--- src/rtl/bcci_pkg.sv ---
// Package with types, constants and codes of the bicubic interpolator.
package bcci_pkg;

    // Fixed field widths of the transactions.
    localparam int COORD_W         = 18;
    localparam int COL_W           = 8;
    localparam int CFG_W           = 9;
    localparam int COORD_FRAC_BITS = 10;
    localparam int PIXEL_BITS      = 16;
    localparam int INT_W           = COORD_W - COORD_FRAC_BITS;

    // Defaults of the top-level parameters.
    localparam int MAX_WIDTH_DEF  = 256;
    localparam int MAX_HEIGHT_DEF = 256;

    // Kernel arithmetic.
    localparam int WEIGHT_FRAC = 13;
    localparam int KSHIFT      = 3 * COORD_FRAC_BITS + 1 - WEIGHT_FRAC;
    localparam int KW          = 3 * COORD_FRAC_BITS + 10;
    localparam int WGT_W       = 16;
    localparam int PROD_W      = 2 * WGT_W;
    localparam int MUL_W       = PROD_W + PIXEL_BITS;
    localparam int ACC_W       = MUL_W + 4;

    // Function codes and register indexes.
    localparam logic FUNC_WRITE = 1'b0;
    localparam logic FUNC_QUERY = 1'b1;
    localparam logic CFG_WIDTH  = 1'b0;
    localparam logic CFG_HEIGHT = 1'b1;

    typedef logic signed [WGT_W-1:0] wgt_t;
    typedef wgt_t [3:0] wgt_vec_t;

    typedef struct packed {
        logic                         func;
        logic [COL_W-1:0]             pixel_col;
        logic [COL_W-1:0]             pixel_row;
        logic signed [PIXEL_BITS-1:0] pixel_value;
        logic [COORD_W-1:0]           coord_x;
        logic [COORD_W-1:0]           coord_y;
    } in_item_t;

    typedef struct packed {
        logic signed [PIXEL_BITS-1:0] interp_value;
        logic                         missing;
    } out_item_t;

    // Control that travels with one tap into the accumulator.
    typedef struct packed {
        logic valid;
        logic first;
    } tap_ctrl_t;

    typedef enum logic [2:0] {
        ST_IDLE,
        ST_KERN,
        ST_READ,
        ST_DRAIN,
        ST_DONE
    } state_t;

endpackage

--- src/rtl/bcci_mac.sv ---
// Weight product, sample multiply and accumulate, with final rounding and saturation.
module bcci_mac (
    input  logic                                  aclk,
    input  logic                                  aresetn,
    input  bcci_pkg::tap_ctrl_t                   ctrl,
    input  bcci_pkg::wgt_t                        wy,
    input  bcci_pkg::wgt_t                        wx,
    input  logic signed [bcci_pkg::PIXEL_BITS-1:0] pix,
    output logic signed [bcci_pkg::PIXEL_BITS-1:0] result
);
    import bcci_pkg::*;

    tap_ctrl_t               ca_reg, cb_reg;
    logic signed [PROD_W-1:0] prod_reg;
    logic signed [MUL_W-1:0]  mul_reg;
    logic signed [ACC_W-1:0]  acc_reg;
    logic signed [ACC_W-1:0]  acc_next;
    logic signed [ACC_W-1:0]  rounded;
    logic signed [ACC_W-1:0]  pix_max, pix_min;

    // Control travels alongside the data stages.
    always_ff @(posedge aclk) begin
        if (!aresetn) begin
            ca_reg <= '0;
            cb_reg <= '0;
        end else begin
            ca_reg <= ctrl;
            cb_reg <= ca_reg;
        end
    end

    // Data stages: weight product, then sample multiply, then accumulate.
    always_ff @(posedge aclk) begin
        prod_reg <= wy * wx;
        mul_reg  <= pix * prod_reg;
        acc_reg  <= acc_next;
    end

    always_comb begin
        acc_next = acc_reg;
        if (cb_reg.valid) begin
            acc_next = cb_reg.first ? ACC_W'(mul_reg) : acc_reg + ACC_W'(mul_reg);
        end
    end

    // Round to nearest with ties upward, then clamp to the sample range.
    always_comb begin
        pix_max = signed'(ACC_W'((1 << (PIXEL_BITS - 1)) - 1));
        pix_min = -pix_max - signed'(ACC_W'(1));
        rounded = (acc_reg + signed'(ACC_W'(1) << (2 * WEIGHT_FRAC - 1))) >>> (2 * WEIGHT_FRAC);
        if (rounded > pix_max) begin
            result = pix_max[PIXEL_BITS-1:0];
        end else if (rounded < pix_min) begin
            result = pix_min[PIXEL_BITS-1:0];
        end else begin
            result = rounded[PIXEL_BITS-1:0];
        end
    end

endmodule

--- config.mk ---
export PLATFORM = sky130hd
export DESIGN_NAME = bcci_mac
export DESIGN_NICKNAME = d
export VERILOG_FILES = /design/src/rtl/bcci_pkg.sv /design/src/rtl/bcci_mac.sv
export SDC_FILE = /design/constraint.sdc
export NUM_CORES = 2
export LEC_CHECK = 0
export ABC_AREA = 1
export BUFFER_PORTS_ARGS = -buffer_cell sky130_fd_sc_hd__clkbuf_2
export CAP_MARGIN = 30
export CORE_AREA = 5 5 243 422
export CTS_BUF_LIST = sky130_fd_sc_hd__clkbuf_8
export DETAILED_ROUTE_END_ITERATION = 16
export DIE_AREA = 0 0 248 427
export GPL_TIMING_DRIVEN = 0
export PLACE_DENSITY = 0.63
export SYNTH_ARGS = -nofsm -noshare
export SYNTH_HDL_FRONTEND = slang
export SYNTH_SLANG_ARGS = --single-unit
--- constraint.sdc ---
create_clock -name aclk -period 16.8 [get_ports aclk]
set_clock_uncertainty 0.1 [all_clocks]
set_input_delay 1.68 -clock aclk [delete_from_list [all_inputs] [get_ports aclk]]
set_output_delay 1.68 -clock aclk [all_outputs]
set_load 0.01 [all_outputs]
==> out/results.tsv <==
metric	value	unit
GRT Total Usage	0.264	
H-tree depth	4	
first-pass GRT wire length	207000	um
RSZ-0062 raised after global routing	false	
Die Height	427	um
Critical-path top delay cell	clkbuf_1	
Worst Max-Slew Pin Slew	1.07	ns
initial drt markers	1968	
via count	32558	
cell area after synthesis	38000	um^2
# placed instances	6512	
syn_area_per_cell	7.40	um^2
core area	99000	um^2
CP Launch Type	primary input	
via/cell ratio	4.97	
vias in the first global route	36005	
Root Driver	clkbuf_8	
post-route insts no fill	6547	
Maximum Capacitance Violations	0	
area of the multi-input gates	28800	um^2
flops & latches, synth	136	
synth-to-layout area growth	6.39	%
drt drc	0	
CTS tree	done	
setup bufs post-CTS	0	
number of synthesis warnings	0	
post-route ant nets	0	
Die ar.	106000	um^2
fill cell count	10325	
largest net degree at the start of global routing	35	
chip width	248	um
nets	6264	
GPL Wtd Cong	1.07	
Primary FF master, synth	dfxtp_1	
Max FO, Critical Path	10	
starting density of the core	0.384	
Largest register FFs	52	
Setup TNS Final	0	ns
post-cts resize count	0	
most common cell after layout, fill and taps aside	inv_1	
Max Fclk	118	MHz
Hold Buf Count CTS	0	
Routed WL	138000	um
part of the cycle the worst path needs	0.504	
Hold Fails Final Rpt	0	
CTS buffer count	17	
register area share after synthesis	0.0852	
CP dominant cell by count	fa_1	
CTS clk-pin slew, worst paths	0.09	ns
share of layout cells above drive strength 1	0.0272	
IO Port Bufs	43	
Slowest Stage Delay on Critical Path	0.84	ns
Placement Rows	153	
Post-Synthesis Cells	5144	
DR pass1 iterations	7	
CP Capture Type	flop	
status	complete, no violations	
CP arrival	8.82	ns
register area	3240	um^2
post-DR wirelength/cell	21.0	um
Sink Count	136	
Crit Path Class	primary input to flop	
Top-Level Pins	68	
Clock Path Buffers	2	
Worst Hold Class	flop to flop	
required time of the worst setup path	17.15	ns
initial antenna violation count	4	
Slew Limit Fails	0	
ys async rst share	0	
most frequent cells in the layout	inv_1, nand2_1, fa_1	
Post-DP HPWL	121000	um
grt ovf	0	
Clock Latency Late Sink	0.56	ns
worst-path cell chain	clkbuf_2 -> clkbuf_1 -> nand2_1 -> fa_1 -> fa_1 -> fa_1 -> fa_1 -> inv_1 -> fa_1 -> fa_1 -> ha_1 -> nand2_1 -> nor2_1 -> nand4_1 -> o211ai_1 -> nand2_1 -> nand2_1 -> nand3_1 -> nand3_1 -> nand2_1	
post-synth net total	6193	
unique cell type count in the Yosys netlist	44	
Post-synth EDFFs	52	
endpoints failing setup	0	
post-route minimum period	8.47	ns
max_slew headroom	0.288	
## Yosys cell counts (all sizes together) (39+ instances only)
cell,n,area [um^2]
nand2,1428,5410
ha,248,3100
inv,1426,5350
o21ai,105,526
xnor2,39,342
nand4,41,257
dfxtp,84,1680
nor2,290,1130
edfxtp,52,1560
xor2,64,561
a21oi,154,771
clkbuf,171,642
fa,749,15000
nand3,165,831
## logic make-up (layout without fill, tap and decap cells)
group | after synthesis | after routing | synth area share
other cells | 0 | 2 | 0
simple gates | 1981 | 1981 | 0.210
buf+inv | 1602 | 1686 | 0.159
xor+xnor | 103 | 103 | 0.0237
fa+ha+maj | 997 | 997 | 0.476
flops | 136 | 136 | 0.0852
compound gates | 325 | 325 | 0.0469
## path summary, 6_finish.rpt
path                     from           to  slack (ns)  cells after the start
hold reg to reg     ca_reg[0]    cb_reg[0]        0.32                      2
setup / recovery       pix[1]  mul_reg[35]        8.33                     20
hold / removal      ca_reg[0]    cb_reg[0]        0.32                      2
setup reg to reg  prod_reg[6]  mul_reg[35]        9.21                     24
## per-stage QoR
step	utilization	cell area, um^2	hold slack (ns)	worst slack [ns]
2_1_floorplan	-	38000	0.290	9.80
3_3_place_gp	0.403	39900	0.311	7.91
3_5_place_dp	0.404	40000	0.308	7.89
4_1_cts	0.409	40500	0.327	8.51
5_1_grt	0.409	40500	0.344	8.18
6_report	0.409	40500	0.322	8.33
## layer usage
metal / share of wire / vias up / track usage
li1: - / 14993 / -
met1: 0.29 / 15754 / 0.221
met2: 0.55 / 1203 / 0.515
met3: 0.039 / 604 / 0.0295
met4: 0.12 / 4 / 0.253
met5: 0.00020 / - / 0
## layout make-up
type / count / area share
antenna: 2 / 0.000124
sequential: 136 / 0.0801
tap: 1317 / 0.0407
buffer: 174 / 0.0166
timing repair buffer: 52 / 0.00844
inverter: 1428 / 0.132
clock buffer: 17 / 0.00578
clock inverter: 15 / 0.00498
multi-input combinational: 3406 / 0.711
## worst max-delay path: cells and delay by family
kind | cells | cell delay (ns)
fa+ha+maj | 7 | 3.36
simple gates | 9 | 1.66
buf+inv | 3 | 1.29
compound gates | 1 | 0.76
Power is not shown: default switching activity piles up to over one toggle a cycle in this logic, so the estimate is an artifact.
