## src/rtl/bcci_pkg.sv

```systemverilog
// Package with types, constants and codes of the bicubic interpolator.
package bcci_pkg;

    // Fixed field widths of the transactions.
    localparam int COORD_W         = 18;
    localparam int COL_W           = 8;
    localparam int CFG_W           = 9;
    localparam int COORD_FRAC_BITS = 10;
    localparam int PIXEL_BITS      = 16;
    localparam int INT_W           = COORD_W - COORD_FRAC_BITS;

    // Defaults of the top-level parameters.
    localparam int MAX_WIDTH_DEF  = 256;
    localparam int MAX_HEIGHT_DEF = 256;

    // Kernel arithmetic.
    localparam int WEIGHT_FRAC = 13;
    localparam int KSHIFT      = 3 * COORD_FRAC_BITS + 1 - WEIGHT_FRAC;
    localparam int KW          = 3 * COORD_FRAC_BITS + 10;
    localparam int WGT_W       = 16;
    localparam int PROD_W      = 2 * WGT_W;
    localparam int MUL_W       = PROD_W + PIXEL_BITS;
    localparam int ACC_W       = MUL_W + 4;

    // Function codes and register indexes.
    localparam logic FUNC_WRITE = 1'b0;
    localparam logic FUNC_QUERY = 1'b1;
    localparam logic CFG_WIDTH  = 1'b0;
    localparam logic CFG_HEIGHT = 1'b1;

    typedef logic signed [WGT_W-1:0] wgt_t;
    typedef wgt_t [3:0] wgt_vec_t;

    typedef struct packed {
        logic                         func;
        logic [COL_W-1:0]             pixel_col;
        logic [COL_W-1:0]             pixel_row;
        logic signed [PIXEL_BITS-1:0] pixel_value;
        logic [COORD_W-1:0]           coord_x;
        logic [COORD_W-1:0]           coord_y;
    } in_item_t;

    typedef struct packed {
        logic signed [PIXEL_BITS-1:0] interp_value;
        logic                         missing;
    } out_item_t;

    // Control that travels with one tap into the accumulator.
    typedef struct packed {
        logic valid;
        logic first;
    } tap_ctrl_t;

    typedef enum logic [2:0] {
        ST_IDLE,
        ST_KERN,
        ST_READ,
        ST_DRAIN,
        ST_DONE
    } state_t;

endpackage

```

## src/rtl/bcci_kernel.sv

```systemverilog
// Three-stage pipeline that turns a coordinate fraction into four kernel taps.
module bcci_kernel (
    input  logic                                 aclk,
    input  logic [bcci_pkg::COORD_FRAC_BITS-1:0] frac,
    output bcci_pkg::wgt_vec_t                   taps
);
    import bcci_pkg::*;

    localparam int F = COORD_FRAC_BITS;

    logic [F-1:0]     k1_reg;
    logic [2*F-1:0]   k2_reg;
    logic [F-1:0]     kb_reg;
    logic [2*F-1:0]   k2b_reg;
    logic [3*F-1:0]   k3_reg;
    wgt_vec_t         taps_reg;
    logic signed [KW-1:0] k3s, k2ds, kd2s, d3x2;
    logic signed [KW-1:0] t [4];
    logic signed [KW-1:0] half;
    logic signed [KW-1:0] rnd;
    wgt_vec_t         taps_next;

    // Stage one squares, stage two cubes, stage three registers the taps.
    always_ff @(posedge aclk) begin
        k1_reg  <= frac;
        k2_reg  <= frac * frac;
        kb_reg  <= k1_reg;
        k2b_reg <= k2_reg;
        k3_reg  <= k2_reg * k1_reg;
        taps_reg <= taps_next;
    end

    // Polynomial terms with 3F+1 fraction bits, then rounded to the weight format.
    always_comb begin
        k3s  = signed'(KW'(k3_reg));
        k2ds = signed'(KW'(k2b_reg) << F);
        kd2s = signed'(KW'(kb_reg) << (2 * F));
        d3x2 = signed'(KW'(1) << (3 * F + 1));
        half = signed'(KW'(1) << (KSHIFT - 1));
        t[0] = (k2ds <<< 1) - k3s - kd2s;
        t[1] = (k3s <<< 1) + k3s - ((k2ds <<< 2) + k2ds) + d3x2;
        t[2] = (k2ds <<< 2) + kd2s - ((k3s <<< 1) + k3s);
        t[3] = k3s - k2ds;
        rnd  = '0;
        taps_next = '0;
        for (int n = 0; n < 4; n++) begin
            rnd = (t[n] + half) >>> KSHIFT;
            taps_next[n] = rnd[WGT_W-1:0];
        end
    end

    assign taps = taps_reg;

endmodule

```

## config.mk

```make
export PLATFORM = sky130hd
export DESIGN_NAME = bcci_kernel
export DESIGN_NICKNAME = d
export VERILOG_FILES = /design/src/rtl/bcci_pkg.sv /design/src/rtl/bcci_kernel.sv
export SDC_FILE = /design/constraint.sdc
export NUM_CORES = 1
export LEC_CHECK = 0
export ABC_AREA = 1
export BUFFER_PORTS_ARGS = -buffer_cell sky130_fd_sc_hd__buf_2
export CORE_MARGIN = 10
export CORE_UTILIZATION = 46
export CTS_CLUSTER_SIZE = 8
export DETAILED_ROUTE_END_ITERATION = 6
export GPL_TIMING_DRIVEN = 0
export SYNTH_ARGS = -nofsm -noshare
export SYNTH_HDL_FRONTEND = slang
export SYNTH_SLANG_ARGS = --single-unit
```

## constraint.sdc

```tcl
create_clock -name aclk -period 12.3 [get_ports aclk]
set_clock_uncertainty 0.1 [all_clocks]
set_input_delay 2.46 -clock aclk [delete_from_list [all_inputs] [get_ports aclk]]
set_output_delay 2.46 -clock aclk [all_outputs]
set_load 0.01 [all_outputs]
```

==> flow_summary.yaml <==
run_status:
  run_status: "complete, no violations"
clock_tree:
  hold_buffers: 0
  tritoncts: "built"
  clock_latency_ns: 0.48
  clk_transition_reported_paths_ns: 0.07
  clkSinkCount: 149
  h-tree-depth: 4
  cts_setup_buffers: 0
  cts_resized: 0
  cts_root_buf: "clkbuf_16"
  cts.path.max_buffers: 2
  cts_buffers: 17
global_route:
  overflow: 0
  antenna_found_initial: 0
  grt_use_total: 0.2313
  busiest_layer: "met2"
  grt_pass1_vias: 20527
  grt_max_degree: 19
  met1_usage: 0.2864
  grtUsageMet3: 0.02866
  grt_use_met2: 0.4026
  grt_pass1_wl_um: 105900
timing:
  rsz0062_at_grt: "no"
  fin_crit_ns: 7.129
  setup_viol: 0
  final_hold_viol_count: 0
  setup_slack_ns: 5.171
  worst_pin_slew_ns: 0.7686
  drv_slew: 0
  max_freq_ghz: 0.1403
  maxSlewHeadroom: 0.4876
  fin_crit_sh: 0.5796
  tns_ns: 0
cells_and_area:
  nets: 3803
  multi_input_area_um2: 16840
  most-common-layout-cells: "nand2_1, inv_1, ha_1"
  nFillCells: 4971
  drive_gt1_frac: 0.04979
  seqCellArea_um2: 2983
  final_util: 0.4994
  area_growth_syn_to_layout_pct: 7.842
  largest_register_ffs: 64
  antenna_cells: 0
  layout_commonest_cell: "nand2_1"
setup_path:
  cp.required_ns: 12.56
  crit_slowest_cell: "fa_1"
  max_stage_delay_ns: 0.54
  crit_chain: "buf_2, clkbuf_1, nand2_1, fa_1, fa_1, inv_1, fa_1, fa_1, fa_1, ha_1, nand2_1, nor2_1, a211oi_1, nand3_1, a21oi_1, o21ai_0, xor2_1"
  crit_arrival_ns: 7.39
  crit_fanout: 10
  startpoint_type: "primary input"
  critical-path-top-cell-by-count: "fa_1"
  crit_type: "primary input to flop"
  endpoint_kind: "flop"
synth:
  synth_area_per_cell_um2: 7.120
  yosysUniqueCellTypes: 50
  syn_inst: 3164
  ys.flop_type: "dfxtp_1"
  ys.warnings.count: 0
  seq_area_frac_synth: 0.1324
  ys_ff_latch: 149
  syn_area_um2: 22530
  synth_async_sr_flop_share: 0
  synth-edff-count: 0
flow_run:
  drv_cap: 0
die:
  die_w_um: 241.3
  core-area_um2: 48650
  die-height_um: 241.3
  pin_count: 75
  die-area_um2: 58230
  initial_core_util: 0.4631
  num_rows: 81
place:
  place_ws_ns: 4.640
  io_buffers: 74
  dpl.hpwl_um: 56580
  finalWeightedCongestion: 0.9632
worst_hold_path:
  hp-class: "flop to flop"
drt:
  routed_wirelength_um: 65190
  dr_total_vias: 20203
  wl_per_cell_um: 16.73
  drt-initial-drc-count: 1095
  dr.pass1.iters: 7
  drc: 0
  viasPerCell: 5.186
  ant_nets: 0
## per-stage QoR
step	instance area, um^2	instances	hold slack, ns
6_report	24290	3896	0.2510
3_3_place_gp	23690	3864	0.2371
4_1_cts	24290	3896	0.2512
2_1_floorplan	22540	3168	0.2290
5_1_grt	24290	3896	0.2580
3_5_place_dp	23690	3864	0.2353
## path summary, 6_finish.rpt
check,cells after the start,endpoint,from,slack (ns)
worst max-delay path,17,k2_reg[17],frac[1],5.17
worst min-delay path,0,kb_reg[9],k1_reg[9],0.25
worst max register to register,21,k3_reg[27],k1_reg[3],5.81
worst min register to register,0,kb_reg[9],k1_reg[9],0.25
## cells in the mapped netlist, drive strengths merged (2+ instances only)
master,number,area [um^2]
nand2,762,2920
inv,671,2519
ha,319,3991
a21oi,225,1134
nor2,216,863.3
fa,212,4244
dfxtp,149,2983
o21ai,111,559.3
nand3,110,588.1
xor2,104,910.9
nand4,49,306.5
clkbuf,43,161.4
nor3,39,215.2
xnor2,33,289.0
a21o,20,150.1
a31oi,13,81.33
o21a,13,97.59
nor4,10,62.56
buf,9,36.29
o211ai,8,60.06
o21bai,8,60.06
a211oi,7,52.55
nand3b,6,45.04
o31ai,5,37.54
or2,4,25.03
a21boi,3,22.52
and2,3,21.27
and3,2,12.51
conb,2,7.510
o221ai,2,17.52
## layer usage
layer | routed length (um) | part of all wire | vias to the layer above
met1 | 28940 | 0.44 | 9579
met3 | 2804 | 0.043 | 94
li1 | - | - | 10072
met2 | 31320 | 0.48 | 458
met5 | 0 | 0 | -
met4 | 2126 | 0.033 | 0
## layout make-up
| cell class | count | share of cell area |
|---|---|---|
| inverters | 671 | 0.1037 |
| flip-flops and latches | 149 | 0.1228 |
| clock buffers | 17 | 0.01751 |
| clock inverters | 15 | 0.007313 |
| multi-input cells | 2296 | 0.6933 |
| plain buffers | 52 | 0.008137 |
| repair buffers | 74 | 0.01524 |
| well taps | 622 | 0.03203 |
## critical path, delay by kind of cell
family | cells | cell delay (ns)
compound gates | 3 | 0.63
xor+xnor | 1 | 0.16
fa+ha+maj | 6 | 2.95
buf+inv | 3 | 0.64
simple gates | 4 | 0.56
## kinds of logic (layout without fill, tap and decap cells)
family          after synthesis  in the layout  share of synthesized area
other cells                   2              6                  0.0003334
mux                           1              1                  0.0004998
fa+ha+maj                   531            531                     0.3656
flops                       149            149                     0.1324
simple gates               1203           1203                     0.2253
compound gates              418            418                     0.1020
xor+xnor                    137            137                    0.05326
buf+inv                     723            829                     0.1206
Power is left out: the tool's default activity adds up to more than one toggle a clock period on the data nets, which glitch-free logic cannot reach.
